$ cat src/hdl/chbd_pkg.sv
// Shared types, constants and the byte classifier of the chunked body decoder.
`timescale 1ns / 1ps
`default_nettype none
package chbd_pkg;

  localparam logic [7:0] CH_CR   = 8'h0d;
  localparam logic [7:0] CH_LF   = 8'h0a;
  localparam logic [7:0] CH_SEMI = 8'h3b;
  localparam logic [7:0] CH_SP   = 8'h20;
  localparam logic [7:0] CH_TAB  = 8'h09;

  localparam int HEX_RADIX = 16;
  localparam int DEC_RADIX = 10;

  localparam int BODY_W   = 32;
  localparam int LINE_W   = 16;
  localparam int CFG_IDX_W = 8;
  localparam int CFG_DATA_W = 32;

  localparam logic [CFG_IDX_W-1:0] CFG_MAX_BODY = 8'd0;
  localparam logic [CFG_IDX_W-1:0] CFG_MAX_LINE = 8'd1;

  localparam logic [BODY_W-1:0] MAX_BODY_RST = 32'd16777216;
  localparam logic [LINE_W-1:0] MAX_LINE_RST = 16'd8192;

  localparam logic [1:0] ST_WORK = 2'd0;
  localparam logic [1:0] ST_DONE = 2'd1;
  localparam logic [1:0] ST_BAD  = 2'd2;
  localparam logic [1:0] ST_BIG  = 2'd3;

  typedef struct packed {
    logic       is_cr;
    logic       is_lf;
    logic       is_semi;
    logic       is_ws;
    logic       is_hex;
    logic [3:0] hex_val;
  } char_cls_t;

  typedef struct packed {
    logic [7:0] data_byte;
    logic       new_message;
    char_cls_t  cls;
  } item_t;

  typedef struct packed {
    logic       payload_valid;
    logic [7:0] payload_byte;
    logic [1:0] status;
  } result_t;

  function automatic char_cls_t classify(input logic [7:0] c);
    char_cls_t r;
    r = '0;
    r.is_cr   = (c == CH_CR);
    r.is_lf   = (c == CH_LF);
    r.is_semi = (c == CH_SEMI);
    r.is_ws   = (c == CH_SP) || (c == CH_TAB);
    if (c >= 8'h30 && c <= 8'h39) begin
      r.is_hex  = 1'b1;
      r.hex_val = 4'(c - 8'h30);
    end else if (c >= 8'h61 && c <= 8'h66) begin
      r.is_hex  = 1'b1;
      r.hex_val = 4'(c - 8'h61 + 8'(DEC_RADIX));
    end else if (c >= 8'h41 && c <= 8'h46) begin
      r.is_hex  = 1'b1;
      r.hex_val = 4'(c - 8'h41 + 8'(DEC_RADIX));
    end
    return r;
  endfunction

endpackage
`default_nettype wire

$ cat src/hdl/http_chunked_body_decoder.sv
// Top level of the HTTP chunked body decoder: front queue, engine, result queue.
//
// Raw body bytes enter through push/full with in_data_byte and in_new_message;
// in_new_message restarts decoding with that byte as the first of a new body.
// Every accepted byte yields exactly one result word: out_payload_valid and
// out_payload_byte carry a decoded data byte, out_status reports working,
// complete, malformed or too large. Complete and error states are sticky
// until the next new_message. Results wait in a two-entry queue and are taken
// with pop while empty is low.
// A byte passes through the input queue and the engine and is written into the
// result queue, which then lowers empty; one byte per cycle is sustained while
// the result queue has room, set by the single decode step of the engine.
// A stalled receiver fills the result queue, the engine then holds, the
// two-entry input queue fills and full rises; nothing is dropped.
// Limits are written on the cfg port (index 0: max body bytes, index 1: max
// line bytes), which is always ready; write them only while the block is idle.
// Reset empties both queues, clears the decoder and restores default limits.
`timescale 1ns / 1ps
`default_nettype none
module http_chunked_body_decoder #(
  parameter int SIZE_BITS = 32
) (
  input  wire logic                              clk,
  input  wire logic                              rst_n,
  input  wire logic                              push,
  output logic                                   full,
  input  wire logic [7:0]                        in_data_byte,
  input  wire logic                              in_new_message,
  output logic                                   empty,
  input  wire logic                              pop,
  output logic                                   out_payload_valid,
  output logic [7:0]                             out_payload_byte,
  output logic [1:0]                             out_status,
  input  wire logic                              cfg_valid,
  output logic                                   cfg_ready,
  input  wire logic [chbd_pkg::CFG_IDX_W-1:0]    cfg_index,
  input  wire logic [chbd_pkg::CFG_DATA_W-1:0]   cfg_data
);
  import chbd_pkg::*;

  logic [BODY_W-1:0] max_body_r;
  logic [LINE_W-1:0] max_line_r;
  logic              item_valid, item_pop;
  item_t             item;
  logic              res_full, res_push;
  result_t           res_in, res_out;

  assign cfg_ready = 1'b1;

  always_ff @(posedge clk) begin
    if (!rst_n) begin
      max_body_r <= MAX_BODY_RST;
      max_line_r <= MAX_LINE_RST;
    end else if (cfg_valid && cfg_ready) begin
      if (cfg_index == CFG_MAX_BODY) begin
        max_body_r <= BODY_W'(cfg_data);
      end
      if (cfg_index == CFG_MAX_LINE) begin
        max_line_r <= LINE_W'(cfg_data);
      end
    end
  end

  chbd_front u_front (
    .clk         (clk),
    .rst_n       (rst_n),
    .push        (push),
    .full        (full),
    .data_byte   (in_data_byte),
    .new_message (in_new_message),
    .item_valid  (item_valid),
    .item        (item),
    .item_pop    (item_pop)
  );

  chbd_engine #(
    .SIZE_BITS (SIZE_BITS)
  ) u_engine (
    .clk        (clk),
    .rst_n      (rst_n),
    .item_valid (item_valid),
    .item       (item),
    .item_pop   (item_pop),
    .res_full   (res_full),
    .res_push   (res_push),
    .res        (res_in),
    .max_body   (max_body_r),
    .max_line   (max_line_r)
  );

  chbd_fifo #(
    .WIDTH     ($bits(result_t)),
    .ADDR_BITS (1)
  ) u_res_queue (
    .clk   (clk),
    .rst_n (rst_n),
    .push  (res_push),
    .wdata (res_in),
    .full  (res_full),
    .pop   (pop),
    .rdata (res_out),
    .empty (empty)
  );

  assign out_payload_valid = res_out.payload_valid;
  assign out_payload_byte  = res_out.payload_byte;
  assign out_status        = res_out.status;

endmodule
`default_nettype wire

$ cat src/hdl/chbd_fifo.sv
// Small first-in first-out queue with push/full and pop/empty sides.
`timescale 1ns / 1ps
`default_nettype none
module chbd_fifo #(
  parameter int WIDTH     = 8,
  parameter int ADDR_BITS = 1
) (
  input  wire logic             clk,
  input  wire logic             rst_n,
  input  wire logic             push,
  input  wire logic [WIDTH-1:0] wdata,
  output logic                  full,
  input  wire logic             pop,
  output logic [WIDTH-1:0]      rdata,
  output logic                  empty
);
  localparam int DEPTH = 2 ** ADDR_BITS;

  logic [WIDTH-1:0]     mem_r [DEPTH];
  logic [ADDR_BITS-1:0] wr_ptr_r, wr_ptr_nxt;
  logic [ADDR_BITS-1:0] rd_ptr_r, rd_ptr_nxt;
  logic [ADDR_BITS:0]   count_r, count_nxt;
  logic                 do_push, do_pop;

  assign full    = (count_r == (ADDR_BITS+1)'(DEPTH));
  assign empty   = (count_r == '0);
  assign do_push = push && !full;
  assign do_pop  = pop && !empty;
  assign rdata   = mem_r[rd_ptr_r];

  always_comb begin
    wr_ptr_nxt = do_push ? wr_ptr_r + ADDR_BITS'(1) : wr_ptr_r;
    rd_ptr_nxt = do_pop ? rd_ptr_r + ADDR_BITS'(1) : rd_ptr_r;
    count_nxt  = count_r;
    if (do_push && !do_pop) begin
      count_nxt = count_r + (ADDR_BITS+1)'(1);
    end else if (do_pop && !do_push) begin
      count_nxt = count_r - (ADDR_BITS+1)'(1);
    end
  end

  always_ff @(posedge clk) begin
    if (!rst_n) begin
      wr_ptr_r <= '0;
      rd_ptr_r <= '0;
      count_r  <= '0;
    end else begin
      wr_ptr_r <= wr_ptr_nxt;
      rd_ptr_r <= rd_ptr_nxt;
      count_r  <= count_nxt;
    end
  end

  always_ff @(posedge clk) begin
    if (do_push) begin
      mem_r[wr_ptr_r] <= wdata;
    end
  end

endmodule
`default_nettype wire

$ cat src/hdl/chbd_front.sv
// Front end: takes raw bytes, classifies them and queues them for the engine.
`timescale 1ns / 1ps
`default_nettype none
module chbd_front (
  input  wire logic           clk,
  input  wire logic           rst_n,
  input  wire logic           push,
  output logic                full,
  input  wire logic [7:0]     data_byte,
  input  wire logic           new_message,
  output logic                item_valid,
  output chbd_pkg::item_t     item,
  input  wire logic           item_pop
);
  import chbd_pkg::*;

  item_t item_in;
  logic  q_empty;

  always_comb begin
    item_in.data_byte   = data_byte;
    item_in.new_message = new_message;
    item_in.cls         = classify(data_byte);
  end

  chbd_fifo #(
    .WIDTH     ($bits(item_t)),
    .ADDR_BITS (1)
  ) u_queue (
    .clk   (clk),
    .rst_n (rst_n),
    .push  (push),
    .wdata (item_in),
    .full  (full),
    .pop   (item_pop),
    .rdata (item),
    .empty (q_empty)
  );

  assign item_valid = !q_empty;

endmodule
`default_nettype wire

$ cat src/hdl/chbd_engine.sv
// Back end: the chunked framing state machine, one queued word per cycle while the result queue has room.
`timescale 1ns / 1ps
`default_nettype none
module chbd_engine #(
  parameter int SIZE_BITS = 32
) (
  input  wire logic                    clk,
  input  wire logic                    rst_n,
  input  wire logic                    item_valid,
  input  chbd_pkg::item_t              item,
  output logic                         item_pop,
  input  wire logic                    res_full,
  output logic                         res_push,
  output chbd_pkg::result_t            res,
  input  wire logic [chbd_pkg::BODY_W-1:0] max_body,
  input  wire logic [chbd_pkg::LINE_W-1:0] max_line
);
  import chbd_pkg::*;

  localparam int CMP_W = (SIZE_BITS > BODY_W) ? SIZE_BITS : BODY_W;

  localparam logic [2:0] PH_SIZE    = 3'd0;
  localparam logic [2:0] PH_DATA    = 3'd1;
  localparam logic [2:0] PH_DATA_CR = 3'd2;
  localparam logic [2:0] PH_DATA_LF = 3'd3;
  localparam logic [2:0] PH_TRAILER = 3'd4;

  localparam int FL_DIGIT  = 0;
  localparam int FL_TAILWS = 1;
  localparam int FL_EXT    = 2;

  typedef struct packed {
    logic                 bad;
    logic [LINE_W-1:0]    len;
    logic [2:0]           flags;
    logic [SIZE_BITS-1:0] acc;
  } line_st_t;

  logic [2:0]           phase_r, phase_nxt;
  logic [BODY_W-1:0]    chunk_rem_r, chunk_rem_nxt;
  logic [SIZE_BITS-1:0] acc_r, acc_nxt;
  logic [2:0]           flags_r, flags_nxt;
  logic                 cr_pend_r, cr_pend_nxt;
  logic [LINE_W-1:0]    line_len_r, line_len_nxt;
  logic [BODY_W-1:0]    body_total_r, body_total_nxt;
  logic [1:0]           status_r, status_nxt;

  logic                 step;
  logic [2:0]           phase_c;
  logic [BODY_W-1:0]    chunk_rem_c, body_total_c, rem_dec;
  logic [SIZE_BITS-1:0] acc_c;
  logic [2:0]           flags_c;
  logic                 cr_pend_c;
  logic [LINE_W-1:0]    line_len_c;
  logic [1:0]           status_c;
  logic [CMP_W-1:0]     acc_ext, budget;
  line_st_t             ls;
  logic                 handled, line_end;
  logic                 pay_valid;

  // One character of a size or trailer line, excluding its CRLF.
  function automatic line_st_t line_char(input line_st_t s, input logic in_size,
                                         input char_cls_t c,
                                         input logic [LINE_W-1:0] lim);
    line_st_t r;
    r = s;
    if (s.len >= lim) begin
      r.bad = 1'b1;
    end else begin
      r.len = s.len + LINE_W'(1);
      if (in_size && !s.flags[FL_EXT]) begin
        if (c.is_semi) begin
          r.flags[FL_EXT] = 1'b1;
        end else if (c.is_ws) begin
          if (s.flags[FL_DIGIT]) begin
            r.flags[FL_TAILWS] = 1'b1;
          end
        end else if (!c.is_hex || s.flags[FL_TAILWS]) begin
          r.bad = 1'b1;
        end else if (s.acc[SIZE_BITS-1 -: 4] != 4'd0) begin
          // Another digit would shift set bits out of the accumulator.
          r.bad = 1'b1;
        end else begin
          r.acc = {s.acc[SIZE_BITS-5:0], c.hex_val};
          r.flags[FL_DIGIT] = 1'b1;
        end
      end
    end
    return r;
  endfunction

  assign step     = item_valid && !res_full;
  assign item_pop = step;
  assign res_push = step;

  always_comb begin
    // A new message starts from the cleared state.
    if (item.new_message) begin
      phase_c      = PH_SIZE;
      chunk_rem_c  = '0;
      acc_c        = '0;
      flags_c      = '0;
      cr_pend_c    = 1'b0;
      line_len_c   = '0;
      body_total_c = '0;
      status_c     = ST_WORK;
    end else begin
      phase_c      = phase_r;
      chunk_rem_c  = chunk_rem_r;
      acc_c        = acc_r;
      flags_c      = flags_r;
      cr_pend_c    = cr_pend_r;
      line_len_c   = line_len_r;
      body_total_c = body_total_r;
      status_c     = status_r;
    end

    phase_nxt      = phase_c;
    chunk_rem_nxt  = chunk_rem_c;
    acc_nxt        = acc_c;
    flags_nxt      = flags_c;
    cr_pend_nxt    = cr_pend_c;
    line_len_nxt   = line_len_c;
    body_total_nxt = body_total_c;
    status_nxt     = status_c;
    pay_valid      = 1'b0;
    handled        = 1'b0;
    line_end       = 1'b0;
    rem_dec        = chunk_rem_c - BODY_W'(1);
    acc_ext        = CMP_W'(acc_c);
    budget         = CMP_W'(max_body - body_total_c);
    ls.bad         = 1'b0;
    ls.len         = line_len_c;
    ls.flags       = flags_c;
    ls.acc         = acc_c;

    if (status_c == ST_WORK) begin
      case (phase_c)
        PH_DATA: begin
          pay_valid      = 1'b1;
          body_total_nxt = body_total_c + BODY_W'(1);
          chunk_rem_nxt  = rem_dec;
          if (rem_dec == '0) begin
            phase_nxt = PH_DATA_CR;
          end
        end
        PH_DATA_CR: begin
          if (item.cls.is_cr) begin
            phase_nxt = PH_DATA_LF;
          end else begin
            status_nxt = ST_BAD;
          end
        end
        PH_DATA_LF: begin
          if (item.cls.is_lf) begin
            phase_nxt    = PH_SIZE;
            acc_nxt      = '0;
            flags_nxt    = '0;
            cr_pend_nxt  = 1'b0;
            line_len_nxt = '0;
          end else begin
            status_nxt = ST_BAD;
          end
        end
        PH_SIZE, PH_TRAILER: begin
          if (cr_pend_c) begin
            cr_pend_nxt = 1'b0;
            if (item.cls.is_lf) begin
              line_end = 1'b1;
              handled  = 1'b1;
            end else begin
              // The held CR was a plain line character after all.
              ls = line_char(ls, phase_c == PH_SIZE, classify(CH_CR), max_line);
              if (ls.bad) begin
                status_nxt = ST_BAD;
                handled    = 1'b1;
              end
            end
          end
          if (!handled) begin
            if (item.cls.is_cr) begin
              cr_pend_nxt = 1'b1;
            end else begin
              ls = line_char(ls, phase_c == PH_SIZE, item.cls, max_line);
              if (ls.bad) begin
                status_nxt = ST_BAD;
              end
            end
          end
          if (!line_end) begin
            line_len_nxt = ls.len;
            flags_nxt    = ls.flags;
            acc_nxt      = ls.acc;
          end else if (phase_c == PH_TRAILER) begin
            if (line_len_c == '0) begin
              status_nxt = ST_DONE;
            end
            acc_nxt      = '0;
            flags_nxt    = '0;
            line_len_nxt = '0;
          end else if (!flags_c[FL_DIGIT]) begin
            status_nxt = ST_BAD;
          end else if (acc_c == '0) begin
            phase_nxt    = PH_TRAILER;
            acc_nxt      = '0;
            flags_nxt    = '0;
            line_len_nxt = '0;
          end else if (body_total_c > max_body || acc_ext > budget) begin
            status_nxt = ST_BIG;
          end else begin
            chunk_rem_nxt = BODY_W'(acc_ext);
            phase_nxt     = PH_DATA;
            acc_nxt       = '0;
            flags_nxt     = '0;
            line_len_nxt  = '0;
          end
        end
        default: begin
          status_nxt = ST_BAD;
        end
      endcase
    end

    res.payload_valid = pay_valid;
    res.payload_byte  = pay_valid ? item.data_byte : 8'd0;
    res.status        = status_nxt;
  end

  always_ff @(posedge clk) begin
    if (!rst_n) begin
      phase_r      <= PH_SIZE;
      chunk_rem_r  <= '0;
      acc_r        <= '0;
      flags_r      <= '0;
      cr_pend_r    <= 1'b0;
      line_len_r   <= '0;
      body_total_r <= '0;
      status_r     <= ST_WORK;
    end else if (step) begin
      phase_r      <= phase_nxt;
      chunk_rem_r  <= chunk_rem_nxt;
      acc_r        <= acc_nxt;
      flags_r      <= flags_nxt;
      cr_pend_r    <= cr_pend_nxt;
      line_len_r   <= line_len_nxt;
      body_total_r <= body_total_nxt;
      status_r     <= status_nxt;
    end
  end

endmodule
`default_nettype wire
$ cat config.mk
export PLATFORM = sky130hd
export DESIGN_NAME = http_chunked_body_decoder
export DESIGN_NICKNAME = d
export VERILOG_FILES = /design/src/hdl/chbd_pkg.sv /design/src/hdl/http_chunked_body_decoder.sv /design/src/hdl/chbd_fifo.sv /design/src/hdl/chbd_front.sv /design/src/hdl/chbd_engine.sv
export SDC_FILE = /design/constraint.sdc
export NUM_CORES = 1
export LEC_CHECK = 0
export ABC_AREA = 1
export BUFFER_PORTS_ARGS = -buffer_cell sky130_fd_sc_hd__buf_2
export CORE_UTILIZATION = 60
export CTS_BUF_LIST = sky130_fd_sc_hd__clkbuf_2 sky130_fd_sc_hd__clkbuf_4 sky130_fd_sc_hd__clkbuf_8
export DETAILED_ROUTE_END_ITERATION = 12
export PLACE_DENSITY = 0.78
export SKIP_CTS_REPAIR_TIMING = 1
export SYNTH_ARGS = -nofsm -noshare
export SYNTH_HDL_FRONTEND = slang
export SYNTH_SLANG_ARGS = --single-unit
$ cat constraint.sdc
create_clock -name clk -period 6.9 [get_ports clk]
set_input_delay 0.345 -clock clk [delete_from_list [all_inputs] [get_ports clk]]
set_output_delay 0.345 -clock clk [all_outputs]
set_load 0.02 [all_outputs]
==> results of run 1 <==
layout make-up:
| type | instances | area, µm² |
|---|---|---|
| multi-input cells | 1992 | 11100 |
| fillers | 2732 | 9980 |
| flip-flops and latches | 237 | 5330 |
| inverters | 337 | 1270 |
| clock buffers | 70 | 870 |
| repair buffers | 99 | 603 |
| well taps | 390 | 488 |
| clock inverters | 9 | 93.8 |
| diodes | 1 | 2.50 |
layout by cell type (no fill, tap or decap), types with 6 or more instances in the layout:
cell | Yosys | routed
nand2_1 | 426 | 424
nor2_1 | 323 | 322
o21ai_0 | 313 | 313
a21oi_1 | 306 | 304
inv_1 | 296 | 294
dfxtp_1 | 179 | 178
ha_1 | 108 | 108
nand3_1 | 76 | 76
buf_2 | 7 | 65
xor2_1 | 61 | 61
edfxtp_1 | 58 | 58
clkbuf_8 | 0 | 56
nand4_1 | 43 | 43
inv_2 | 35 | 37
nor3_1 | 34 | 34
a31oi_1 | 29 | 29
buf_4 | 4 | 27
nor2_2 | 25 | 26
o21ai_1 | 24 | 24
o211ai_1 | 22 | 22
xnor2_1 | 21 | 21
nand2_2 | 15 | 17
o221ai_1 | 17 | 17
nor4_1 | 16 | 15
clkbuf_4 | 0 | 15
o22ai_1 | 14 | 13
mux2_2 | 11 | 11
nor2_4 | 9 | 9
nor3_2 | 9 | 9
a221oi_1 | 9 | 9
nand2_4 | 8 | 8
or2_2 | 8 | 8
o31ai_1 | 7 | 7
o21a_1 | 6 | 6
o2111ai_1 | 6 | 6
how the worst max path moves through the flow:
stage	slack, ns	startpoint	end
detailed placement	0.21	register	u_engine.acc_r[1]
floorplan	0.86	register	u_engine.acc_r[21]
global route	0.11	register	u_engine.status_r[1]
CTS	0.17	register	u_engine.acc_r[1]
global placement	0.27	register	u_engine.acc_r[31]
finish	0.51	register	u_engine.acc_r[1]
routing by layer:
layer,vias to the layer above,GRT usage,part of all wire
met3,186,0.0588,0.097
met5,-,0,0.00022
met2,1058,0.587,0.44
met4,2,0.154,0.039
met1,8825,0.513,0.43
li1,9136,-,-
critical path: cells and delay by family (launching register included):
kind	cells	cell delay, ns
AND/OR/NAND/NOR	13	2.30
buffers and inverters	6	1.63
adder cells (fa/ha/maj)	2	0.73
AO/OA/AOI/OAI	5	0.70
XOR/XNOR	1	0.50
flip-flops	1	0.36
Yosys cell counts (8+ instances only):
master / count / area, µm²
nand2_1: 426 / 1600
nor2_1: 323 / 1210
o21ai_0: 313 / 1570
a21oi_1: 306 / 1530
inv_1: 296 / 1110
dfxtp_1: 179 / 3580
ha_1: 108 / 1350
clkbuf_1: 88 / 330
nand3_1: 76 / 380
xor2_1: 61 / 534
edfxtp_1: 58 / 1740
nand4_1: 43 / 269
inv_2: 35 / 131
nor3_1: 34 / 170
a31oi_1: 29 / 181
nor2_2: 25 / 156
o21ai_1: 24 / 120
o211ai_1: 22 / 165
xnor2_1: 21 / 184
o221ai_1: 17 / 149
nor4_1: 16 / 100
nand2_2: 15 / 93.8
o22ai_1: 14 / 87.6
mux2_2: 11 / 124
buf_1: 10 / 37.5
a221oi_1: 9 / 78.8
nor2_4: 9 / 101
nor3_2: 9 / 90.1
nand2_4: 8 / 90.1
or2_2: 8 / 50.1
power groups by stage:
| stage | clock [mW] | sequential [mW] | combinational [mW] |
|---|---|---|---|
| 3_3_place_gp | 0 | 1.96 | 4.36 |
| 4_1_cts | 1.51 | 1.95 | 4.44 |
| 5_1_grt | 1.57 | 1.99 | 5.03 |
| 2_1_floorplan | 0 | 1.92 | 3.34 |
| 3_5_place_dp | 0 | 1.98 | 4.42 |
| 6_report | 1.51 | 1.96 | 4.61 |
cell families (layout without fill, tap and decap cells):
family / after synthesis / after routing / share of synthesized area
mux: 12 / 12 / 0.00736
flops: 237 / 237 / 0.293
compound gates: 773 / 773 / 0.231
simple gates: 1015 / 1015 / 0.254
fa+ha+maj: 109 / 109 / 0.0753
buf+inv: 456 / 515 / 0.101
other cells: 1 / 2 / 0.000206
xor+xnor: 82 / 82 / 0.0395
metrics by stage:
stage | utilization | total power [mW] | instances
2_1_floorplan | - | 5.25 | 2685
3_3_place_gp | 0.629 | 6.32 | 3050
3_5_place_dp | 0.629 | 6.40 | 3050
4_1_cts | 0.661 | 7.91 | 3129
5_1_grt | 0.664 | 8.59 | 3134
6_report | 0.664 | 8.07 | 3135
sequential cells by signal, summed over array words and instances, names as in the netlist, named ones only:
register	cells
u_engine.body_total_r	32
u_engine.line_len_r	16
u_front.u_queue.mem_r	36
u_res_queue.count_r	2
max_line_r	16
u_res_queue.rd_ptr_r	1
u_front.u_queue.rd_ptr_r	1
u_engine.status_r	2
u_front.u_queue.count_r	2
u_engine.chunk_rem_r	32
u_res_queue.wr_ptr_r	1
u_front.u_queue.wr_ptr_r	1
u_engine.phase_r	3
u_res_queue.mem_r	22
u_engine.flags_r	3
u_engine.cr_pend_r	1
u_engine.acc_r	32
max_body_r	32
==> reports/results.ini, run 1 <==
[synth]
syn-num-nets=2848
synthesis.area_mm2=0.0182
netlist_instances=2685
avgSynthCellArea_um2=6.78
yosysSeqAreaShare=0.293
synthFlopType=dfxtp_1
ys_ff_latch=237
synth_cell_types=70
async_flop_share=0
synth-edff-count=58
synth_warnings=0

[outcome]
outcome=completed

[power]
seq_power_share=0.243
vdd_drop_max_mv=0.516
p_per_area_mw_per_mm2=409
p_int_mw=3.95
switching_share=0.511
clkPwrFrac=0.187
p_comb_frac=0.570
p_leak_nw=8.36
switchingPower_mw=4.13

[critical_path]
start_kind=register
criticalPathCategory=register to register
max_stage_delay_ns=0.53
rrSetupSlack_ns=0.51
cp_max_fo=49
slowest_stage=inv_2
worstPathRequired_ns=7.40
rr_endpoint=u_engine.acc_r[1]
end_kind=register
cp.arrival_ns=6.90
ff2ff_path_depth=27

[timing]
fin_crit_sh=0.927
setup_viol=0
clock_skew_ns=0.0292
holdWs_ns=0.0132
tns_ns=0
slew_headroom=0.114
finalWorstSetupSlack_ns=0.505
worstMarginPinSlew_ns=1.32
max_freq_mhz=156
hold_viol=0
slew_viol_final=0
rsz0062_at_grt=no
post-route-min-period_ns=6.39

[worst_hold_path]
min_to=max_body_r[25]
hold_start=cfg_data[25]
hold_path_class=primary input to register
whs_path_depth=3

[detailed_routing]
vias=19200
final_antenna_net_count=0
wl_per_cell_um=18.7
vias_per_cell=6.13
drt_iter0_drc=2250
drcViolationCount=0
drt_pass1_iterations=6
routed_wl_um=58600

[floorplan]
die_height_um=176
initial_utilization=0.612
core_area_mm2=0.0297
io_pins=68
row_count=63
fp.dieW_um=176
die_area_mm2=0.0310

[placed_design]
place_area_mm2=0.0187
gp_congestion=0.951
dpl.hpwl_um=40900
pre_cts_slack_ns=0.210
portBuffers=66

[grt]
grt_pass1_vias=17900
grt_max_degree=92
antenna_found_initial=2
grt_usage=0.375
grt_first_pass_wirelength_um=93000
grt_overflow=0

[clock_network]
clock_path_buffers=3
numCtsBuffers=43
cts_max_level=2
clk_pin_slew_ns=0.06
clk_latency_ns=0.60
cts_sinks=237
cts_tree=done
cts_root_buffer=clkbuf_8

[final_layout]
syn2layout_area_growth_pct=8.42
fin_area_mm2=0.0197
final_nets=2873
layout-drive-gt1-share=0.118

[job]
drv_cap=0

Power figures use the tool's default switching activity.
==> run 2: changes to the inputs <==
--- a/config.mk
+++ b/config.mk
@@ -11,6 +11,7 @@
 export CTS_BUF_LIST = sky130_fd_sc_hd__clkbuf_2 sky130_fd_sc_hd__clkbuf_4 sky130_fd_sc_hd__clkbuf_8
 export DETAILED_ROUTE_END_ITERATION = 12
 export PLACE_DENSITY = 0.78
+export REMOVE_ABC_BUFFERS = 1
 export SKIP_CTS_REPAIR_TIMING = 1
 export SYNTH_ARGS = -nofsm -noshare
 export SYNTH_HDL_FRONTEND = slang
==> run 2 against run 1 <==
Net effect:
- power fell by 0.59%
- critical path depth up 9
- first-iteration DRC count up 1.9%
- final area fell by 0.63%
- fmax grew 0.36%
- sequential power hardly changed
- via count increased by 0.49%
- critical endpoint is now u_engine.line_len_r[6]
- highest routed layer is now met4
==> reports/results.ini, run 2 (synthesized netlist as in run 1, its figures left out) <==
[clock_network]
cts_sinks=237  ; unchanged
clk_pin_slew_ns=0.06  ; about the same
numCtsBuffers=42  ; -2.3%
cts_max_level=2  ; unchanged
cts_tree=done
cts_root_buffer=clkbuf_8
clock_path_buffers=3  ; unchanged
clk_latency_ns=0.58  ; -0.02 ns

[critical_path]
worstPathRequired_ns=7.40  ; about the same
crit_buf_inv=9  ; +3
path_delay_family=simple AND/OR/NAND/NOR gates
end_kind=register
cp_max_fo=35  ; -29%
cp.arrival_ns=6.87  ; -0.03 ns
criticalPathCategory=register to register
start_kind=register
max_stage_delay_ns=0.46  ; -0.07 ns
slowest_stage=dfxtp_1

[grt]
antenna_found_initial=0  ; -2
met3_usage=0.0599  ; +0.00108
busiest_layer=met2
grt_pass1_vias=17600  ; -1.6%
use_met2=0.552  ; -0.0353
grt_overflow=0  ; unchanged
met1_usage=0.508  ; -0.00497
grt_first_pass_wirelength_um=90600  ; -2.6%
grt_usage=0.365  ; -0.00993
grt_max_degree=92  ; unchanged

[floorplan]
core_area_mm2=0.0297  ; unchanged
row_count=63  ; unchanged
die_area_mm2=0.0310  ; unchanged
fp.dieW_um=176  ; unchanged
initial_utilization=0.612  ; unchanged
io_pins=68  ; unchanged
die_height_um=176  ; unchanged

[timing]
finalWorstSetupSlack_ns=0.528  ; +0.0227 ns
worstMarginPinSlew_ns=1.14  ; -0.187 ns
clock_skew_ns=0.0333  ; +0.00415 ns
slew_headroom=0.236  ; +0.121
setup_viol=0  ; unchanged
fin_crit_sh=0.923  ; -0.00329
post-route-min-period_ns=6.37  ; -0.0227 ns
slew_viol_final=0  ; unchanged
holdWs_ns=0.0262  ; +0.0130 ns
max_freq_mhz=157  ; +0.36%
hold_viol=0  ; unchanged
tns_ns=0  ; unchanged

[detailed_routing]
vias=19300  ; +0.49%
drcViolationCount=0  ; unchanged
wl_per_cell_um=18.4  ; -1.7%
drt_pass1_iterations=8  ; +2
final_antenna_net_count=0  ; unchanged
routed_wl_um=57400  ; -2.0%
vias_per_cell=6.17  ; +0.78%
drt_iter0_drc=2292  ; +1.9%

[placed_design]
dpl.hpwl_um=40700  ; -0.60%
pre_cts_slack_ns=0.295  ; +0.0849 ns
gp_congestion=0.968  ; +1.9%
place_area_mm2=0.0187  ; about the same
portBuffers=66  ; unchanged
dpl.cell_count=3048  ; -0.066%

[final_layout]
fin_cells=3126  ; -0.29%
antenna_cells=0  ; -1
fin_area_mm2=0.0196  ; -0.63%
final_common_cell=nand2_1
layout-drive-gt1-share=0.115  ; -0.00331
final_nets=2867  ; -0.21%
final_util=0.660  ; -0.00421
top_register=u_front.u_queue.mem_r
final_cell_mix=nand2_1, nor2_1, o21ai_0, a21oi_1, inv_1
largest_reg_flops=36  ; unchanged
syn2layout_area_growth_pct=7.73

[power]
vdd_drop_max_mv=0.335  ; -35%
finalPower_mw=8.03  ; -0.59%
p_leak_nw=8.29  ; -0.78%
p_per_area_mw_per_mm2=409  ; about the same

[job]
drv_cap=0  ; unchanged

[outcome]
outcome=completed

[worst_hold_path]
hold_path_class=primary input to register

==> run 2: cell types whose count changed in the layout (fill, tap and decap cells not counted), moves of 2 or more <==
| cell | before | now |
|---|---|---|
| clkinv_1 | 4 | 6 |
| inv_2 | 37 | 35 |
| dlygate4sd3_1 | 5 | 2 |
| clkinv_2 | 5 | 7 |
| clkbuf_4 | 15 | 11 |
| a21boi_0 | 0 | 2 |
| a21boi_1 | 2 | 0 |
| clkbuf_8 | 56 | 51 |
==> run 2: tightest hold or removal path: cells and delay by family <==
family,cells,cell delay [ns]
compound gates,1,0.07
buf+inv,1,0.07
simple gates,1,0.08
==> run 2: path summary, 6_finish.rpt <==
check | slack, ns | depth (start not counted) | start | end
setup / recovery | 0.53 | 36 | register | u_engine.line_len_r[6]
hold / removal | 0.03 | 3 | cfg_data[18] | max_body_r[18]
setup reg to reg | 0.53 | 36 | register | u_engine.line_len_r[6]
hold reg to reg | 0.47 | 1 | u_front.u_queue.rd_ptr_r | u_front.u_queue.rd_ptr_r
==> run 2: routing by layer <==
layer / wire (µm) / share of wire / up-vias
met5: 0 / 0 / -
met3: 6060 / 0.11 / 203
li1: - / - / 9131
met4: 2630 / 0.046 / 0
met2: 24200 / 0.42 / 1098
met1: 24600 / 0.43 / 8869
==> run 2: cell type report <==
| cell class | count | area, µm² |
|---|---|---|
| Clock inverter | 14 | 111 |
| Tap cell | 390 | 488 |
| Fill cell | 2728 | 10100 |
| Clock buffer | 62 | 785 |
| Multi-Input combinational cell | 1992 | 11100 |
| Timing Repair Buffer | 94 | 552 |
| Sequential cell | 237 | 5330 |
| Inverter | 337 | 1270 |
==> run 2: report_power, final <==
part           switching, mW  leakage [nW]  internal, mW
logic                   3.31          5.81          1.34
registers              0.191          2.01          1.77
clock network          0.640         0.479         0.775
total                   4.14          8.29          3.89
